## src/rtl/quaternion_smallest_three_decoder_defines.svh

```systemverilog
// Assertion macros shared by the smallest-three decoder RTL.
// No dependencies; included by files that carry concurrent assertions.
`ifndef QUATERNION_SMALLEST_THREE_DECODER_DEFINES_SVH
`define QUATERNION_SMALLEST_THREE_DECODER_DEFINES_SVH

`ifndef SYNTHESIS

// same-cycle implication
`define QSTD_ASSERT_IMPL(lbl, ck, rn, ante, cons) \
	lbl: assert property (@(posedge ck) disable iff (!rn) (ante) |-> (cons)) \
		else $error("assertion failed: same-cycle implication");

// next-cycle implication
`define QSTD_ASSERT_NEXT(lbl, ck, rn, ante, cons) \
	lbl: assert property (@(posedge ck) disable iff (!rn) (ante) |=> (cons)) \
		else $error("assertion failed: next-cycle implication");

`else

`define QSTD_ASSERT_IMPL(lbl, ck, rn, ante, cons)
`define QSTD_ASSERT_NEXT(lbl, ck, rn, ante, cons)

`endif

`endif

```

## src/rtl/qstd_pkg.sv

```systemverilog
// Types, constants and the square-root step for the smallest-three decoder.
// No dependencies; imported by qstd_sqrt_pipe and the top level.
package qstd_pkg;

	localparam int unsigned COMP_W      = 15;
	localparam int unsigned QUAT_W      = 17;
	localparam int unsigned SQ_W        = 29;
	localparam int unsigned SUM_W       = 30;
	localparam int unsigned SCL_W       = 48;
	localparam int unsigned RAD_W       = 32;
	localparam int unsigned SQRT_STAGES = 8;

	// sqrt(2) in Q1.32, rounded; error is far below the rounding margin
	localparam logic [32:0] SQRT2_Q32   = 33'h1_6A09_E668;
	localparam logic [SCL_W-1:0] SCL_HALF = 48'h0000_8000_0000;
	// sum of squares above 2^29 makes 2^30 - 2*sum negative
	localparam logic [SUM_W-1:0] SUM_LIMIT = 30'h2000_0000;
	localparam logic [RAD_W-1:0] ONE_SQ    = 32'h4000_0000;

	// axis code: which slot receives the reconstructed component
	typedef enum logic [2:0] {
		AXIS_X = 3'd0,
		AXIS_Y = 3'd1,
		AXIS_Z = 3'd2,
		AXIS_W = 3'd3
	} axis_t;

	typedef struct packed {
		axis_t                    code;
		logic                     clamped;
		logic signed [QUAT_W-1:0] qa;
		logic signed [QUAT_W-1:0] qb;
		logic signed [QUAT_W-1:0] qc;
	} side_t;

	typedef struct packed {
		logic [RAD_W-1:0] rem;
		logic [RAD_W-1:0] root;
	} sqrt_st_t;

	// one digit of the restoring integer square root
	function automatic sqrt_st_t sqrt_step(input sqrt_st_t cur, input logic [RAD_W-1:0] bitv);
		logic [RAD_W-1:0] trial;
		sqrt_st_t         nxt;
		trial = cur.root + bitv;
		if (cur.rem >= trial) begin
			nxt.rem  = cur.rem - trial;
			nxt.root = (cur.root >> 1) + bitv;
		end else begin
			nxt.rem  = cur.rem;
			nxt.root = cur.root >> 1;
		end
		return nxt;
	endfunction

endpackage

```

## src/rtl/quaternion_smallest_three_decoder.sv

```systemverilog
// Smallest-three rotation decoder: takes one packed rotation word per cycle while in_stall
// is low and returns a unit quaternion in 1/32768 units, registered at the output.
// The missing component comes from a 16-digit square root, spread two digits per stage
// over eight stages; front stages unpack, multiply and sum squares.
// Each stage holds its word until the next frees up, so bubbles are squeezed out.
// Depends on qstd_pkg, qstd_sqrt_pipe and the assertion macro header.
`include "quaternion_smallest_three_decoder_defines.svh"

module quaternion_smallest_three_decoder
	import qstd_pkg::*;
(
	input  logic                     clk,
	input  logic                     arst_n,
	input  logic                     in_valid,
	output logic                     in_stall,
	input  logic [2:0]               axis_code,
	input  logic [COMP_W-1:0]        comp_a,
	input  logic [COMP_W-1:0]        comp_b,
	input  logic [COMP_W-1:0]        comp_c,
	output logic                     out_valid,
	input  logic                     out_stall,
	output logic signed [QUAT_W-1:0] quat_x,
	output logic signed [QUAT_W-1:0] quat_y,
	output logic signed [QUAT_W-1:0] quat_z,
	output logic signed [QUAT_W-1:0] quat_w,
	output logic                     valid_res,
	output logic                     radicand_clamped
);

	logic [2:0][COMP_W-1:0] comp_in;
	logic [2:0][COMP_W-1:0] mag_in;
	logic [2:0]             neg_in;

	// stage 1: magnitudes and signs
	logic                   v_s1;
	axis_t                  code_s1;
	logic [2:0][COMP_W-1:0] mag_s1;
	logic [2:0]             neg_s1;

	// stage 2: squares and sqrt(2) scaling products
	logic                   v_s2;
	axis_t                  code_s2;
	logic [2:0][SQ_W-1:0]   sq_s2;
	logic [2:0][SCL_W-1:0]  scl_s2;
	logic [2:0]             neg_s2;

	// stage 3: radicand and rounded components
	logic                   v_s3;
	logic [RAD_W-1:0]       rad_s3;
	side_t                  side_s3;
	side_t                  side_nxt;
	logic [SUM_W-1:0]       sum_sq;
	logic [RAD_W-1:0]       rad_nxt;
	logic [2:0][SCL_W-1:0]  scl_rnd;
	logic [2:0][COMP_W-1:0] qmag;
	logic signed [QUAT_W-1:0] qs [3];

	logic adv1, adv2, adv3, adv_out;

	logic             sq_in_stall;
	logic             sq_out_valid;
	logic             sq_out_stall;
	logic [RAD_W-1:0] sq_root;
	logic [RAD_W-1:0] sq_rem;
	side_t            sq_side;

	logic signed [QUAT_W-1:0] qw;
	logic signed [QUAT_W-1:0] x_nxt, y_nxt, z_nxt, w_nxt;
	logic                     vres_nxt, clamp_nxt;

	logic                     out_valid_q;
	logic signed [QUAT_W-1:0] x_q, y_q, z_q, w_q;
	logic                     vres_q, clamp_q;

	assign adv_out  = !out_valid_q || !out_stall;
	assign adv3     = !v_s3 || !sq_in_stall;
	assign adv2     = !v_s2 || adv3;
	assign adv1     = !v_s1 || adv2;
	assign in_stall = !adv1;

	assign comp_in = {comp_c, comp_b, comp_a};

	// d = c - 16384: top bit set means d >= 0
	always_comb begin
		for (int i = 0; i < 3; i++) begin
			neg_in[i] = !comp_in[i][COMP_W-1];
			mag_in[i] = comp_in[i][COMP_W-1] ? {1'b0, comp_in[i][COMP_W-2:0]}
			                                 : (15'd16384 - comp_in[i]);
		end
	end

	always_ff @(posedge clk or negedge arst_n) begin
		if (!arst_n) begin
			v_s1 <= 1'b0;
			v_s2 <= 1'b0;
			v_s3 <= 1'b0;
		end else begin
			if (adv1) v_s1 <= in_valid;
			if (adv2) v_s2 <= v_s1;
			if (adv3) v_s3 <= v_s2;
		end
	end

	always_ff @(posedge clk) begin
		if (adv1 && in_valid) begin
			code_s1 <= axis_t'(axis_code);
			mag_s1  <= mag_in;
			neg_s1  <= neg_in;
		end
	end

	always_ff @(posedge clk) begin
		if (adv2 && v_s1) begin
			code_s2 <= code_s1;
			neg_s2  <= neg_s1;
			for (int i = 0; i < 3; i++) begin
				sq_s2[i]  <= SQ_W'(mag_s1[i] * mag_s1[i]);
				scl_s2[i] <= SCL_W'(mag_s1[i] * SQRT2_Q32);
			end
		end
	end

	always_comb begin
		sum_sq = SUM_W'(sq_s2[0]) + SUM_W'(sq_s2[1]) + SUM_W'(sq_s2[2]);
		rad_nxt = ONE_SQ - {1'b0, sum_sq, 1'b0};
		for (int i = 0; i < 3; i++) begin
			scl_rnd[i] = scl_s2[i] + SCL_HALF;
			qmag[i]    = scl_rnd[i][46:32];
			qs[i]      = neg_s2[i] ? -$signed({2'b00, qmag[i]}) : $signed({2'b00, qmag[i]});
		end
		side_nxt.code    = code_s2;
		side_nxt.clamped = (sum_sq > SUM_LIMIT);
		side_nxt.qa      = qs[0];
		side_nxt.qb      = qs[1];
		side_nxt.qc      = qs[2];
	end

	always_ff @(posedge clk) begin
		if (adv3 && v_s2) begin
			side_s3 <= side_nxt;
			rad_s3  <= side_nxt.clamped ? '0 : rad_nxt;
		end
	end

	qstd_sqrt_pipe u_sqrt (
		.clk       (clk),
		.arst_n    (arst_n),
		.in_valid  (v_s3),
		.in_stall  (sq_in_stall),
		.in_rad    (rad_s3),
		.in_side   (side_s3),
		.out_valid (sq_out_valid),
		.out_stall (sq_out_stall),
		.out_root  (sq_root),
		.out_rem   (sq_rem),
		.out_side  (sq_side)
	);

	assign sq_out_stall = !adv_out;

	// round to nearest: bump when remainder exceeds the floor root
	assign qw = $signed({1'b0, sq_root[15:0]}) + $signed({16'd0, (sq_rem > sq_root)});

	always_comb begin
		x_nxt     = '0;
		y_nxt     = '0;
		z_nxt     = '0;
		w_nxt     = '0;
		vres_nxt  = 1'b1;
		clamp_nxt = sq_side.clamped;
		case (sq_side.code)
			AXIS_X: begin
				x_nxt = qw;          y_nxt = sq_side.qa;
				z_nxt = sq_side.qb;  w_nxt = sq_side.qc;
			end
			AXIS_Y: begin
				x_nxt = sq_side.qa;  y_nxt = qw;
				z_nxt = sq_side.qb;  w_nxt = sq_side.qc;
			end
			AXIS_Z: begin
				x_nxt = -sq_side.qa; y_nxt = -sq_side.qb;
				z_nxt = -qw;         w_nxt = -sq_side.qc;
			end
			AXIS_W: begin
				x_nxt = sq_side.qa;  y_nxt = sq_side.qb;
				z_nxt = sq_side.qc;  w_nxt = qw;
			end
			default: begin
				vres_nxt  = 1'b0;
				clamp_nxt = 1'b0;
			end
		endcase
	end

	always_ff @(posedge clk or negedge arst_n) begin
		if (!arst_n) begin
			out_valid_q <= 1'b0;
		end else if (adv_out) begin
			out_valid_q <= sq_out_valid;
		end
	end

	always_ff @(posedge clk) begin
		if (adv_out && sq_out_valid) begin
			x_q     <= x_nxt;
			y_q     <= y_nxt;
			z_q     <= z_nxt;
			w_q     <= w_nxt;
			vres_q  <= vres_nxt;
			clamp_q <= clamp_nxt;
		end
	end

	assign out_valid        = out_valid_q;
	assign quat_x           = x_q;
	assign quat_y           = y_q;
	assign quat_z           = z_q;
	assign quat_w           = w_q;
	assign valid_res        = vres_q;
	assign radicand_clamped = clamp_q;

	// backpressure only originates at the output
	`QSTD_ASSERT_IMPL(a_stall_origin, clk, arst_n, in_stall, out_valid && out_stall)
	`QSTD_ASSERT_IMPL(a_bad_code_zero, clk, arst_n, out_valid && !valid_res,
		(quat_x == '0) && (quat_y == '0) && (quat_z == '0) && (quat_w == '0) && !radicand_clamped)
	// a clamped radicand leaves the rebuilt slot at zero
	`QSTD_ASSERT_IMPL(a_clamp_zero, clk, arst_n, out_valid && radicand_clamped,
		(quat_x == '0) || (quat_y == '0) || (quat_z == '0) || (quat_w == '0))

endmodule

```

## src/rtl/qstd_sqrt_pipe.sv

```systemverilog
// Pipelined 16-digit integer square root, two digits per stage, with sideband.
// Depends on qstd_pkg and the shared assertion macro header.
`include "quaternion_smallest_three_decoder_defines.svh"

module qstd_sqrt_pipe
	import qstd_pkg::*;
(
	input  logic             clk,
	input  logic             arst_n,
	input  logic             in_valid,
	output logic             in_stall,
	input  logic [RAD_W-1:0] in_rad,
	input  side_t            in_side,
	output logic             out_valid,
	input  logic             out_stall,
	output logic [RAD_W-1:0] out_root,
	output logic [RAD_W-1:0] out_rem,
	output side_t            out_side
);

	sqrt_st_t                st_s   [SQRT_STAGES];
	side_t                   side_s [SQRT_STAGES];
	logic [SQRT_STAGES-1:0]  vld_s;

	sqrt_st_t                st_in   [SQRT_STAGES];
	side_t                   side_in [SQRT_STAGES];
	logic [SQRT_STAGES-1:0]  vld_in;
	logic [SQRT_STAGES:0]    adv;

	assign adv[SQRT_STAGES] = !out_stall;
	assign in_stall         = !adv[0];

	for (genvar k = 0; k < SQRT_STAGES; k++) begin : g_stage
		localparam logic [RAD_W-1:0] BIT_HI = 32'd1 << (30 - 4 * k);
		localparam logic [RAD_W-1:0] BIT_LO = 32'd1 << (28 - 4 * k);
		sqrt_st_t nxt;

		if (k == 0) begin : g_first
			assign st_in[k]   = '{rem: in_rad, root: '0};
			assign side_in[k] = in_side;
			assign vld_in[k]  = in_valid;
		end else begin : g_rest
			assign st_in[k]   = st_s[k-1];
			assign side_in[k] = side_s[k-1];
			assign vld_in[k]  = vld_s[k-1];
		end

		assign adv[k] = !vld_s[k] || adv[k+1];

		always_comb begin
			nxt = sqrt_step(sqrt_step(st_in[k], BIT_HI), BIT_LO);
		end

		always_ff @(posedge clk or negedge arst_n) begin
			if (!arst_n) begin
				vld_s[k] <= 1'b0;
			end else if (adv[k]) begin
				vld_s[k] <= vld_in[k];
			end
		end

		always_ff @(posedge clk) begin
			if (adv[k] && vld_in[k]) begin
				st_s[k]   <= nxt;
				side_s[k] <= side_in[k];
			end
		end
	end

	assign out_valid = vld_s[SQRT_STAGES-1];
	assign out_root  = st_s[SQRT_STAGES-1].root;
	assign out_rem   = st_s[SQRT_STAGES-1].rem;
	assign out_side  = side_s[SQRT_STAGES-1];

	// radicand never exceeds 2^30, so the root tops out at 2^15
	`QSTD_ASSERT_IMPL(a_root_range, clk, arst_n, out_valid, out_root <= 32'd32768)
	// remainder of a floor root is at most twice the root
	`QSTD_ASSERT_IMPL(a_rem_bound, clk, arst_n, out_valid, out_rem <= (out_root << 1))
	`QSTD_ASSERT_IMPL(a_zero_root, clk, arst_n, out_valid && (out_root == '0), out_rem == '0)

endmodule
```

## config.mk

```make
export PLATFORM = sky130hd
export DESIGN_NAME = quaternion_smallest_three_decoder
export DESIGN_NICKNAME = d
export VERILOG_FILES = /design/src/rtl/qstd_pkg.sv /design/src/rtl/quaternion_smallest_three_decoder.sv /design/src/rtl/qstd_sqrt_pipe.sv
export VERILOG_INCLUDE_DIRS = /design/src /design/src/rtl
export SDC_FILE = /design/constraint.sdc
export NUM_CORES = 2
export LEC_CHECK = 0
export BUFFER_PORTS_ARGS = -buffer_cell sky130_fd_sc_hd__buf_2
export CORE_ASPECT_RATIO = 1.75
export CORE_MARGIN = 10
export CORE_UTILIZATION = 55
export DETAILED_ROUTE_END_ITERATION = 10
export GPL_TIMING_DRIVEN = 0
export MAX_ROUTING_LAYER = met4
export PLACE_DENSITY = 0.79
export SKIP_LAST_GASP = 1
export SLEW_MARGIN = 10
export SYNTH_ARGS = -nofsm -noshare
export SYNTH_HDL_FRONTEND = slang
export SYNTH_SLANG_ARGS = --single-unit
```

## constraint.sdc

```tcl
create_clock -name clk -period 15.6 [get_ports clk]
set_clock_uncertainty 0.1 [all_clocks]
set_input_delay 3.12 -clock clk [delete_from_list [all_inputs] [get_ports clk]]
set_output_delay 3.12 -clock clk [all_outputs]
set_load 0.1 [all_outputs]
```

* After elaboration in Yosys (flattened, before gate mapping)
Memories as Yosys holds them, arrays and structs flattened.
Index checks and enable logic that the tools add are counted.
Widths: inputs -> output; s select.
** Word-level totals
- Output and inout bits :: 72
- Memories kept :: 2
- RAM bits :: 952
- Bits in registers :: 445
** Cells by class
- Muxes and demuxes :: 43
- $add $sub $neg :: 63
- Multiply operators :: 6
- Reduce and logical (&&, ||, !) cells :: 45
- Magnitude comparators :: 18
- Equality and inequality tests :: 3
** Memory list
- u_sqrt.st_s :: words 8, width 64, rd ports 8, clocked after memory_dff 0, write ports 8, RTL line qstd_sqrt_pipe.sv:21 : sqrt_st_t st_s [SQRT_STAGES];
- u_sqrt.side_s :: words 8, width 55, rd ports 8, clocked after memory_dff 0, write ports 8, RTL line qstd_sqrt_pipe.sv:22 : side_t side_s [SQRT_STAGES];
** Operators with widths (count)
- $mux 64 :: 16
- $ge 32x32->1 :: 15
- $sub 32x32->32 :: 15
- $pmux 17 s3 :: 3
- $add 47x32->47 const B :: 3
- $mul 15x30->44 const B :: 3
- $mul 15x15->29 :: 3
- $neg 17->17 :: 4
- $pmux 17 s4 :: 1
- $neg 15->17 :: 3
- $mux 15 :: 3
- $sub 15x15->15 const A :: 3
- $mux 14 :: 3
- $add 31x1->32 const B :: 1
- $add 31x11->32 const B :: 1
- $add 31x13->32 const B :: 1
- $add 31x15->32 const B :: 1
- $add 31x17->32 const B :: 1
- $add 31x19->32 const B :: 1
- $add 31x21->32 const B :: 1
- $add 31x23->32 const B :: 1
- $add 31x25->32 const B :: 1
- $add 31x27->32 const B :: 1
- $add 31x29->32 const B :: 1
- other kinds (36) :: 92

* Depth between registers and ports, before layout
- Depth in word-level cells :: 14
- Gate-level depth with buffers :: 28
- Mapped depth without buffers :: 27

* Modules after synthesis
From an unflattened synthesis, not the netlist that was laid out.
** Second synthesis, totals
- Cells, all modules :: 8469
- Area, all modules :: 93402.1 µm²
** Modules (own cells, without submodules)
- quaternion_smallest_three_decoder :: cells each 5664, times used 1, area each 56744.4 µm²
- qstd_sqrt_pipe :: cells each 2805, times used 1, area each 36657.7 µm²

* Worst setup path before layout
OpenSTA, ideal clock, no wires.
- Path type :: input to register
- Start :: in out_stall
- End :: reg w_q[0], in the netlist quat_w[0], enable pin
- Buffers on the path :: 0
- Arrival :: 8.190 ns
- Required time :: 14.895 ns
- Setup time :: 0.605 ns
- Cell stages on the path :: 1
- Path slack :: 6.705 ns
- Cell sequence :: a21boi_0
** On the way
- Longest elaborated chain between the ends :: 3
** RTL lines
- from (decl) :: RTL line quaternion_smallest_three_decoder.sv:21 : input logic out_stall,
- $logic_not 1->1 :: RTL line quaternion_smallest_three_decoder.sv:75 : assign adv_out = !out_valid_q || !out_stall;
- $logic_or 1x1->1 :: RTL line quaternion_smallest_three_decoder.sv:75
- $logic_and 1x1->1 :: RTL line quaternion_smallest_three_decoder.sv:204 : if (adv_out && sq_out_valid) begin
- to (signal assigned) :: RTL line quaternion_smallest_three_decoder.sv:208 : w_q <= w_nxt;
- to (decl) :: RTL line quaternion_smallest_three_decoder.sv:72 : logic signed [QUAT_W-1:0] x_q, y_q, z_q, w_q;
Every way passes these cells.
A chain may end at the register's enable or synchronous reset.

* Worst setup path in the final report
- Start :: in out_stall
- End :: out in_stall
** On the way
- Longest elaborated chain between the ends :: 14
** RTL lines
- $logic_not 1->1 :: RTL line quaternion_smallest_three_decoder.sv:75
- $logic_or 1x1->1 :: RTL line quaternion_smallest_three_decoder.sv:75
- $logic_or 1x1->1 (8 in a row) :: RTL line qstd_sqrt_pipe.sv:48 : assign adv[k] = !vld_s[k] || adv[k+1];
- $logic_or 1x1->1 :: RTL line quaternion_smallest_three_decoder.sv:76 : assign adv3 = !v_s3 || !sq_in_stall;
- $logic_or 1x1->1 :: RTL line quaternion_smallest_three_decoder.sv:77 : assign adv2 = !v_s2 || adv3;
- $logic_or 1x1->1 :: RTL line quaternion_smallest_three_decoder.sv:78 : assign adv1 = !v_s1 || adv2;
- $logic_not 1->1 :: RTL line quaternion_smallest_three_decoder.sv:79 : assign in_stall = !adv1;
- to (decl) :: RTL line quaternion_smallest_three_decoder.sv:15 : output logic in_stall,
Every way passes these cells.

==> impl_metrics.toml <==
[routing]
drcViolationCount = 0
vias = 60000
vias_per_cell = 5.66
wl_per_cell_um = 21.2
dr.pass1.iters = 6
first_iter_violations = 3392
drt-total-wl_um = 224000
ant_nets = 0

[setup_path]
critPathMaxFanout = 5
slowest_stage = "buf_2"
path_class = "in2out"
startpoint_type = "input port"
worstPathArrival_ns = 5.55
worst_ep_required_time_ns = 12.38
crit_chain = "buf_2 -> nand4_1 -> inv_1 -> and3_1 -> nand3_1 -> nor2_1 -> nand3_1 -> inv_1 -> nand3_1 -> inv_1 -> buf_2"
cpPeakStageDelay_ns = 0.49
crit_path_end_kind = "output pin"

[floorplanning]
placementRows = 196
die-height_um = 556
ioPinCount = 124
initial_core_util = 0.554
die-area_mm2 = 0.182
die_x_um = 327
core_area_mm2 = 0.163

[timing]
period_minus_slack_ns = 8.77
finalSetupTns_ns = 0
slew_headroom = 0.132
finalMaxSlewViolations = 0
setup_viol = 0
post-route-period-util = 0.562
worstMarginPinSlew_ns = 1.29
rsz0062_at_grt = "no"
final-hold-violation-count = 0
fmax_mhz = 114

[global_routing]
grt_first_pass_wirelength_um = 350000
grt_max_degree = 62
antenna_found_initial = 7
track_usage = 0.255
grt_pass1_vias = 64400
overflow = 0

[outcome]
status = "finished, final reports clean"

[logic_synthesis]
synth_top_cell_by_area = "edfxtp_1"
yosysUniqueCellTypes = 99
async_flop_share = 0.0107
mappedNetlistArea_mm2 = 0.0904
synth_cells = 8092
synth_most_common_cell = "inv_1"
synthFlopType = "edfxtp_1"
avgSynthCellArea_um2 = 11.2
synth-edff-count = 1106
synth_area_leaders = "edfxtp_1 37%, fa_1 18%, ha_1 14%"
yosysSeqAreaShare = 0.371
yosysWarnings = 0
ys_ff_latch = 1118
netlist.area_leader.share = 0.367
synthTopCellsByCount = "1398 x inv_1, 1106 x edfxtp_1, 1040 x ha_1"

[clock_network]
post_cts.repair.setup_buffers = 0
insertion_delay_ns = 0.75
numCtsBuffers = 98
clockRootBuffer = "clkbuf_16"
cts_hold_buf = 0
numClockSinks = 1118
clockBufferDepth = 3
cts_tree = "done"
post_cts_resized = 0
htree_levels = 3
cts.clk_slew.worst_paths_ns = 0.07

[flow_run]
drv_cap = 0

[final_layout]
final.fill_count = 13100
syn_to_final_growth_pct = 7.98
drive_gt1_frac = 0.0531
final_nets = 10200

[placed_design]
place_congestion = 1.00
hpwl_um = 186000
port-buffer-count = 123

[hold_path]
hold_class = "reg2reg"
==> per-stage QoR <==
step	utilization	cells	hold slack [ns]	setup slack [ns]	instance area, µm²
floorplan	-	8094	0.300	6.71	90400
global placement	0.574	10400	0.300	4.69	93800
detailed placement	0.578	10400	0.305	6.90	94300
CTS	0.598	10600	0.272	6.81	97600
global route	0.598	10600	0.273	6.33	97600
finish	0.598	10600	0.269	6.83	97600
==> path summary, 6_finish.rpt <==
check	start	to	slack, ns	cells past startpoint
max	out_stall	in_stall	6.83	11
min	u_sqrt.side_s[0][2]	u_sqrt.side_s[0][57]	0.27	0
max reg2reg	mag_s1[0]	sq_s2[28]	6.83	27
min reg2reg	u_sqrt.side_s[0][2]	u_sqrt.side_s[0][57]	0.27	0
max in group asynchronous	arst_n	u_sqrt.vld_in[4]	12.96	1
min in group asynchronous	arst_n	out_valid	2.18	1
==> worst max-delay path, delay by kind of cell <==
family	cells	cell delay, ns
buf+inv	5	1.05
simple gates	6	1.36
==> logic make-up after synthesis <==
kind of cell             Yosys count  share of synthesized area
other                              2                  0.0000830
adder cells (fa/ha/maj)         1859                      0.325
XOR/XNOR                         535                     0.0518
AND/OR/NAND/NOR                 1890                      0.101
AO/OA/AOI/OAI                   1076                     0.0775
flip-flops                      1118                      0.371
multiplexers                      79                    0.00971
buffers and inverters           1533                     0.0640
==> area by class of cell <==
class                           instances  area (µm²)  share of cell area
Timing Repair Buffer                  143        1110              0.0113
Sequential cell                      1118       33500               0.343
Multi-Input combinational cell       5443       51200               0.524
Antenna cell                            3        7.51           0.0000769
Tap cell                             2178        2730              0.0279
Buffer                                123         497             0.00509
Clock inverter                         73         817             0.00837
Inverter                             1410        5290              0.0542
Clock buffer                          109        2490              0.0255
==> cells in the final DEF (no fill, tap or decap), drive strengths merged, types with 61 or more instances in the layout <==
cell type,netlist,final
inv,1401,1414
edfxtp,1106,1106
ha,1040,1040
fa,819,819
nor2,590,590
nand2,452,452
xnor2,326,326
a21oi,320,320
xor2,209,209
o21ai,205,205
clkbuf,94,203
buf,29,172
nor3,148,148
a21o,131,131
nand3,119,119
nor4,72,72
o21a,67,67
nand4,63,63
nor2b,62,62
nand2b,61,61
==> per-layer routing <==
metal  track usage  share of wire  up-vias
met1         0.229           0.32    29500
met5             -              0        -
met3        0.0283          0.035      782
li1              -              -    28000
met4         0.196          0.093        0
met2         0.480           0.55     1663
==> registers in the layout, indices dropped and copies added (netlist names), 3 cells and up <==
register and cells:
neg_s2 3, code_s1 3, mag_s1 45, u_sqrt.st_s 321, code_s2 3, neg_s1 3
sq_s2 84, quat_x 17, u_sqrt.side_s 440, rad_s3 31, side_s3 55, quat_w 17
scl_s2 48, quat_y 17, u_sqrt.vld_in 7, quat_z 17
Power is not shown: default switching activity piles up to over one toggle a cycle in this logic, so the estimate is an artifact.
